**src/design/mps_pkg.sv**
```systemverilog
// Shared types, constants and helper functions for the Mandelbrot pixel shader.
// Used by mps_ctrl, mps_datapath and mandelbrot_pixel_shade_core; depends on nothing.
package mps_pkg;

  localparam int FRAC_BITS = 28;
  localparam int INT_BITS  = 4;
  localparam int FX_W      = INT_BITS + FRAC_BITS;
  localparam int PROD_W    = 2 * FX_W - FRAC_BITS;
  localparam int SUM_W     = PROD_W + 4;

  localparam int PIX_W     = 12;
  localparam int DIM_W     = 13;
  localparam int ITER_W    = 10;
  localparam int NORM_W    = 3;
  localparam int SHADE_W   = 8;
  localparam int CFG_IDX_W = 2;

  localparam int NUM_W     = PIX_W + 3;
  localparam int DEN_W     = DIM_W + 1;
  localparam int SPROD_W   = ITER_W + SHADE_W;

  localparam int RATIO_STEPS = FX_W;
  localparam int SHADE_STEPS = SHADE_W;
  localparam int CNT_W       = $clog2(RATIO_STEPS);

  localparam logic [DIM_W-1:0]  WIDTH_RESET  = DIM_W'(1920);
  localparam logic [DIM_W-1:0]  HEIGHT_RESET = DIM_W'(1080);
  localparam logic [ITER_W-1:0] ITER_RESET   = ITER_W'(50);
  localparam logic [NORM_W-1:0] NORM_RESET   = NORM_W'(2);

  localparam logic signed [SUM_W-1:0] SAT_HI    = (SUM_W'(1) << (FX_W - 1)) - SUM_W'(1);
  localparam logic signed [SUM_W-1:0] SAT_LO    = -(SUM_W'(1) << (FX_W - 1));
  localparam logic signed [SUM_W-1:0] OFFSET_RE = SUM_W'(5) << (FRAC_BITS - 1);
  localparam logic signed [SUM_W-1:0] OFFSET_IM = SUM_W'(1) << FRAC_BITS;

  typedef logic signed [FX_W-1:0] fx_t;

  typedef enum logic [CFG_IDX_W-1:0] {
    REG_IMAGE_WIDTH    = 2'd0,
    REG_IMAGE_HEIGHT   = 2'd1,
    REG_MAX_ITERATIONS = 2'd2,
    REG_ESCAPE_NORM    = 2'd3
  } mps_reg_t;

  typedef enum logic [1:0] {
    DIV_RE,
    DIV_IM,
    DIV_SHADE
  } div_src_t;

  typedef struct packed {
    logic [PIX_W-1:0] pixel_x;
    logic [PIX_W-1:0] pixel_y;
  } pixel_in_t;

  typedef struct packed {
    logic [ITER_W-1:0]  iteration_count;
    logic [SHADE_W-1:0] shade;
  } pixel_out_t;

  typedef struct packed {
    logic [DIM_W-1:0]  image_width;
    logic [DIM_W-1:0]  image_height;
    logic [ITER_W-1:0] max_iterations;
    logic [NORM_W-1:0] escape_norm;
  } mps_cfg_t;

  typedef struct packed {
    logic     pix_load;
    logic     div_load;
    div_src_t div_src;
    logic     div_step;
    logic     cre_store;
    logic     cim_store;
    logic     iter_clear;
    logic     mul_en;
    logic     step_en;
    logic     out_load;
  } mps_cmd_t;

  typedef struct packed {
    logic done;
  } mps_stat_t;

  function automatic fx_t fx_sat(input logic signed [SUM_W-1:0] v);
    logic signed [SUM_W-1:0] r;
    r = v;
    if (v > SAT_HI) begin
      r = SAT_HI;
    end else if (v < SAT_LO) begin
      r = SAT_LO;
    end
    return r[FX_W-1:0];
  endfunction

  function automatic logic [FX_W-1:0] fx_mag(input fx_t a);
    logic [FX_W-1:0] m;
    m = a[FX_W-1] ? FX_W'(-a) : FX_W'(a);
    return m;
  endfunction

endpackage

```
**src/design/mps_ctrl.sv**
```systemverilog
// Controller state machine for the Mandelbrot pixel shader.
// Sequences the datapath through mapping, iteration and shading; uses mps_pkg.
module mps_ctrl
  import mps_pkg::*;
(
  input  logic      clk,
  input  logic      rst,
  input  logic      pix_valid,
  output logic      pix_ready,
  output logic      res_valid,
  input  logic      res_ready,
  input  mps_stat_t stat,
  output mps_cmd_t  cmd
);

  typedef enum logic [10:0] {
    S_IDLE      = 11'b000_0000_0001,
    S_RE_LOAD   = 11'b000_0000_0010,
    S_RE_DIV    = 11'b000_0000_0100,
    S_IM_LOAD   = 11'b000_0000_1000,
    S_IM_DIV    = 11'b000_0001_0000,
    S_ITER_INIT = 11'b000_0010_0000,
    S_MUL       = 11'b000_0100_0000,
    S_STEP      = 11'b000_1000_0000,
    S_SH_LOAD   = 11'b001_0000_0000,
    S_SH_DIV    = 11'b010_0000_0000,
    S_DONE      = 11'b100_0000_0000
  } state_t;

  state_t           state, state_next;
  logic [CNT_W-1:0] cnt, cnt_next;
  logic             res_valid_next;

  always_comb begin
    state_next     = state;
    cnt_next       = cnt;
    cmd            = '0;
    cmd.div_src    = DIV_RE;
    pix_ready      = 1'b0;
    unique case (state)
      S_IDLE: begin
        pix_ready = 1'b1;
        if (pix_valid) begin
          cmd.pix_load = 1'b1;
          state_next   = S_RE_LOAD;
        end
      end
      S_RE_LOAD: begin
        cmd.div_load = 1'b1;
        cmd.div_src  = DIV_RE;
        cnt_next     = CNT_W'(RATIO_STEPS - 1);
        state_next   = S_RE_DIV;
      end
      S_RE_DIV: begin
        cmd.div_step = 1'b1;
        if (cnt == '0) begin
          state_next = S_IM_LOAD;
        end else begin
          cnt_next = cnt - CNT_W'(1);
        end
      end
      S_IM_LOAD: begin
        cmd.cre_store = 1'b1;
        cmd.div_load  = 1'b1;
        cmd.div_src   = DIV_IM;
        cnt_next      = CNT_W'(RATIO_STEPS - 1);
        state_next    = S_IM_DIV;
      end
      S_IM_DIV: begin
        cmd.div_step = 1'b1;
        if (cnt == '0) begin
          state_next = S_ITER_INIT;
        end else begin
          cnt_next = cnt - CNT_W'(1);
        end
      end
      S_ITER_INIT: begin
        cmd.cim_store  = 1'b1;
        cmd.iter_clear = 1'b1;
        state_next     = S_MUL;
      end
      S_MUL: begin
        cmd.mul_en = 1'b1;
        state_next = S_STEP;
      end
      S_STEP: begin
        if (stat.done) begin
          state_next = S_SH_LOAD;
        end else begin
          cmd.step_en = 1'b1;
          state_next  = S_MUL;
        end
      end
      S_SH_LOAD: begin
        cmd.div_load = 1'b1;
        cmd.div_src  = DIV_SHADE;
        cnt_next     = CNT_W'(SHADE_STEPS - 1);
        state_next   = S_SH_DIV;
      end
      S_SH_DIV: begin
        cmd.div_step = 1'b1;
        if (cnt == '0) begin
          state_next = S_DONE;
        end else begin
          cnt_next = cnt - CNT_W'(1);
        end
      end
      S_DONE: begin
        if (!res_valid || res_ready) begin
          cmd.out_load = 1'b1;
          state_next   = S_IDLE;
        end
      end
      default: begin
        state_next = S_IDLE;
      end
    endcase
  end

  always_comb begin
    res_valid_next = res_valid;
    if (cmd.out_load) begin
      res_valid_next = 1'b1;
    end else if (res_ready) begin
      res_valid_next = 1'b0;
    end
  end

  always_ff @(posedge clk) begin
    if (rst) begin
      state     <= S_IDLE;
      cnt       <= '0;
      res_valid <= 1'b0;
    end else begin
      state     <= state_next;
      cnt       <= cnt_next;
      res_valid <= res_valid_next;
    end
  end

endmodule

```
**config.mk**
```make
export PLATFORM = sky130hd
export DESIGN_NAME = mps_ctrl
export DESIGN_NICKNAME = d
export VERILOG_FILES = /design/src/design/mps_pkg.sv /design/src/design/mps_ctrl.sv
export SDC_FILE = /design/constraint.sdc
export NUM_CORES = 1
export LEC_CHECK = 0
export ABC_AREA = 1
export BUFFER_PORTS_ARGS = -buffer_cell sky130_fd_sc_hd__buf_2
export CORE_MARGIN = 4
export CORE_UTILIZATION = 45
export CTS_BUF_LIST = sky130_fd_sc_hd__clkbuf_16
export DETAILED_ROUTE_END_ITERATION = 16
export GPL_TIMING_DRIVEN = 0
export PLACE_DENSITY = 0.66
export RECOVER_POWER = 50
export SLEW_MARGIN = 20
export SYNTH_ARGS = -nofsm -noshare
export SYNTH_HDL_FRONTEND = slang
export SYNTH_SLANG_ARGS = --single-unit
export TNS_END_PERCENT = 20
```
**constraint.sdc**
```tcl
create_clock -name clk -period 4.1 [get_ports clk]
set_input_delay 0.205 -clock clk [delete_from_list [all_inputs] [get_ports clk]]
set_output_delay 0.205 -clock clk [all_outputs]
set_load 0.05 [all_outputs]
```
### Yosys cells after proc, flatten, opt, wreduce, memory -nomap -nowiden

Index checks and enable logic that the tools add are counted.

| storage, ports and cells | value |
|---|---|
| bits in registers | 17 |
| bits of input ports | 5 |
| output and inout bits | 13 |
| logic and storage cells | 53 |

| cells by class | value |
|---|---|
| add/subtract/negate cells | 1 |
| equality and inequality tests | 17 |
| multiplexer cells | 23 |
| reductions and logical operators | 9 |

Operator list:

| cell | number |
|---|---|
| $pmux 11 s11 | 1 |
| $mux 11 | 5 |
| $pmux 5 s3 | 1 |
| $mux 1 | 12 |
| $ne 2x2->1 const B | 6 |
| $eq 11x1->1 const B | 1 |
| $eq 11x10->1 const B | 1 |
| $eq 11x11->1 const B | 1 |
| $eq 11x2->1 const B | 1 |
| $eq 11x3->1 const B | 1 |
| $eq 11x4->1 const B | 1 |
| $eq 11x5->1 const B | 1 |
| $eq 11x6->1 const B | 1 |
| $eq 11x7->1 const B | 1 |
| $eq 11x8->1 const B | 1 |
| $eq 11x9->1 const B | 1 |
| $mux 9 | 1 |
| $pmux 3 s3 | 1 |
| $logic_not 5->1 | 1 |
| $mux 5 | 1 |
| $reduce_and 5->1 | 1 |
| $sub 5x1->5 const B | 1 |
| $reduce_bool 3->1 | 1 |
| $reduce_or 3->1 | 1 |
| 6 further kinds | 6 |

### Depth between registers and ports, before layout

| depth | value |
|---|---|
| word-level depth | 5 |
| mapped depth | 10 |

### Worst setup path before layout

Ideal clock, no wire load.

| path | value |
|---|---|
| path kind | reg2reg |
| start | reg state[8] |
| end | reg state[7] |
| arrival | 2,374 ps |
| required time | 4,035 ps |
| path slack | 1,661 ps |
| stages on the path, launching flop included | 6 |
| path buffers | 0 |
| period minus slack after synthesis | 2,439 ps |
| cells stage by stage | dfxtp_1 -> nor2_2 -> nand2_4 -> nor4_1 -> nand3_1 -> inv_1 |

| between the ends | value |
|---|---|
| word-level cells in the longest chain between the ends | 3 |
| elaborated cells between the ends (all ways) | 18 |

Ends and longest elaborated chain:

| item | RTL line | source |
|---|---|---|
| start: declaration | mps_ctrl.sv:30 | `state_t state, state_next;` |
| start signal: assignment | mps_ctrl.sv:135 | `state <= state_next;` |
| $eq 11x11->1, or another cell as far along | mps_ctrl.sv:40 | `unique case (state)` |
| $ne 2x2->1 (no source line) | n/a |  |
| $reduce_and 5->1 (no source line) | n/a |  |

Several ways; a longest one is shown, not always the timed one.
A chain may end at the register's enable or synchronous reset.

### Worst setup path in the final report

| path | value |
|---|---|
| start | reg state[4] |
| end | reg state[3] |

The elaborated chain is that of the path after synthesis.

==> flow_summary_export.csv <==
group,metric,value,unit
worst_setup_path,critPathCaptureType,"flip-flop",
timing,fin_crit,2.21,ns
timing,tightest_slew,0.598,ns
die,num_rows,17,
flow_run,cap_violations,0,
timing,maxSlewHeadroom,60.3,%
power_and_ir_drop,cellLeakagePower,0.733,nW
min_path,min-delay-path-class,"input port to flip-flop",
detailed_routing,post_drt_via_cell_ratio,4.89,
logic_synthesis,syn_nets,180,
worst_setup_path,critPathLaunch,"state[4]$_SDFFE_PP0P_",
timing,max_freq,0.452,GHz
cts,cts_made_buffers,3,
cts,ctsHoldBuffers,0,
global_route,grt_pass1_wl,4460,µm
timing,drv_slew,0,
logic_synthesis,synthTopCellsByCount,"nand2_1, inv_1, nor2_1",
finish,final_area,0.00126,mm²
worst_setup_path,timing.rr.start,"state[4]$_SDFFE_PP0P_",
logic_synthesis,synth_area_leaders,"dfxtp_1, nand2_1, inv_1",
detailed_routing,drcViolationCount,0,
logic_synthesis,synth_top_area_share,30.5,%
global_route,grt_max_degree,11,
logic_synthesis,synthesis.area,0.00111,mm²
detailed_routing,routedWlPerCell,11.1,µm
die,core,0.00228,mm²
die,initial_core_util,49.0,%
detailed_routing,wl,2470,µm
global_route,overflow,0,
worst_setup_path,crit_path_frequent_cell,"nand2_1",
worst_setup_path,critPathRequiredTime,4.24,ns
cts,clock_latency,0.25,ns
timing,fin_setup_tns,0,ns
timing,fin_hold_ws,0.169,ns
place,place.gp.congestion,0.837,
cts,clkTransAtPathRegs,0.06,ns
timing,finalSetupViolCount,0,
worst_setup_path,crit_path_cell_trace,"nor2_2, nand2_1, nor2_1, nand2_1, nand3_1, nand2_1, nand2_1, inv_1, nand3b_1, inv_1",
finish,final_cells,223,
place,port_buffers,17,
die,pin_count,18,
detailed_routing,via_count,1090,
worst_setup_path,slowest_stage,"dfxtp_1",
worst_setup_path,crit_family,"simple AND/OR/NAND/NOR gates",
place,dpl.hpwl,1930,µm
detailed_routing,initialDrtViolationCount,30,
global_route,grtUsageTotal,16.6,%
die,die_w,57.8,µm
logic_synthesis,synth_top_flop_cell,"dfxtp_1",
worst_setup_path,cp-start-kind,"flip-flop",
logic_synthesis,yosysMostFrequentCell,"nand2_1",
finish,insertedDiodeCount,0,
timing,skew,0.00619,ns
timing,hold_violations,0,
cts,clock_sinks,17,
cts,cts_max_level,1,
timing,finalCritPeriodShare,54.0,%
die,die_area,0.00334,mm²
global_route,grt_pass1_vias,1056,
cts,tritoncts,"built",
logic_synthesis,yosysTopAreaCell,"dfxtp_1",
timing,rsz0062_at_grt,"no",
power_and_ir_drop,p_per_area,657,mW/mm²
logic_synthesis,yosysSeqAreaShare,30.5,%
finish,drive_above_1_share,17.9,%
worst_setup_path,critPathMaxFanout,9,
min_path,holdCritStartpoint,"rst",
logic_synthesis,synth.avg_cell_area,6.41,µm²
power_and_ir_drop,ir_worst_vdd,0.000480,V
cts,cts_setup_buffers,0,
die,die_h,57.8,µm
detailed_routing,postRouteAntennaNets,0,
worst_setup_path,cp_slowest_stage_delay,0.34,ns
finish,num-nets-final,202,
logic_synthesis,netlist_instances,174,
cts,cts-resized-gates,0,
logic_synthesis,synthArstFlopShare,0,%
power_and_ir_drop,p_total,0.000831,W
worst_setup_path,crit_type,"flip-flop to flip-flop",
worst_setup_path,path_buf_inv,2,
finish,areaGrowthSynthToFinish,13.5,%
finish,fillers,243,
place,place_area,0.00123,mm²
global_route,grt_antenna_before_repair,0,
detailed_routing,drt_pass1_iterations,4,
place,place_inst,219,
logic_synthesis,ys_warn_count,0,
cts,root_buffer,"clkbuf_16",
logic_synthesis,ys_seq_elements,17,
logic_synthesis,synth_edf_count,0,
cts,cts.path.max_buffers,2,
logic_synthesis,ys_types,26,
run_status,status,"completed",
worst_setup_path,arrival,2.35,ns
## power breakdown
part | internal (W) | total (W) | leakage, nW | switching (W)
Combinational | 0.000123 | 0.000413 | 0.554 | 0.000290
Clock | 0.000131 | 0.000196 | 0.0409 | 0.0000658
Sequential | 0.000197 | 0.000222 | 0.138 | 0.0000251
Total | 0.000450 | 0.000831 | 0.733 | 0.000381
## worst register-to-register path, stage by stage, from the launching register on
cell and delay, ns:
dfxtp_1 0.34, nor2_2 0.11, nand2_1 0.14, nor2_1 0.29
nand2_1 0.19, nand3_1 0.21, nand2_1 0.19, nand2_1 0.32
inv_1 0.16, nand3b_1 0.11, inv_1 0.05
## area by class of cell
cell class / count / area [µm²] / area share, %
Buffer: 3 / 18.8 / 1.48
Clock buffer: 3 / 75.1 / 5.93
Clock inverter: 1 / 5.00 / 0.396
Inverter: 33 / 124 / 9.79
Multi-Input combinational cell: 121 / 583 / 46.1
Sequential cell: 17 / 340 / 26.9
Tap cell: 28 / 35.0 / 2.77
Timing Repair Buffer: 17 / 83.8 / 6.63
## per-layer routing
layer / wire [µm] / vias to the layer above / part of all wire [%] / global-route usage (%)
li1: - / 573 / - / -
met2: 1210 / 18 / 49 / 29.2
met5: 0 / - / 0 / 0
met3: 123 / 2 / 5.0 / 4.68
met1: 1130 / 497 / 46 / 20.3
met4: 5 / 0 / 0.20 / 2.98
## layout by cell type, fill, tap and decap left out, types with 2 or more instances in the layout
master,n
a21oi_1,3
buf_2,16
buf_4,2
clkbuf_16,3
dfxtp_1,17
inv_1,33
nand2_1,39
nand2_2,4
nand3_1,18
nand3b_1,3
nor2_1,29
nor2_2,4
nor2_4,2
nor3_1,7
o21ai_0,3
## cells by family after synthesis
| family | synth area share [%] |
|---|---|
| DFF | 30.5 |
| buffers and inverters | 12.8 |
| adders and majority gates | 1.12 |
| AOI/OAI and AO/OA | 4.15 |
| and+or+nand+nor | 49.8 |
| xor gates and xnor gates | 1.57 |
## metrics by stage
step / setup WS (ns) / util (%)
4_1_cts: 2.24 / 57.8
3_5_place_dp: 2.52 / 54.3
5_1_grt: 1.62 / 55.6
2_1_floorplan: 1.66 / -
3_3_place_gp: 2.53 / 54.3
6_report: 1.89 / 55.6
## state kept, by name, summed over array words and instances, names as in the netlist
signal	cells
state	11
res_valid	1
cnt	5
## final timing paths
check        slack (ns)                    end  cells past startpoint
min reg2reg        0.48    cnt[1]$_SDFFE_PP0P_                      2
max                1.89  state[3]$_SDFFE_PP0P_                     10
min                0.17    cnt[2]$_SDFFE_PP0P_                      2
max reg2reg        1.89  state[3]$_SDFFE_PP0P_                     10
Note: power is estimated with default switching activity, not from simulation.
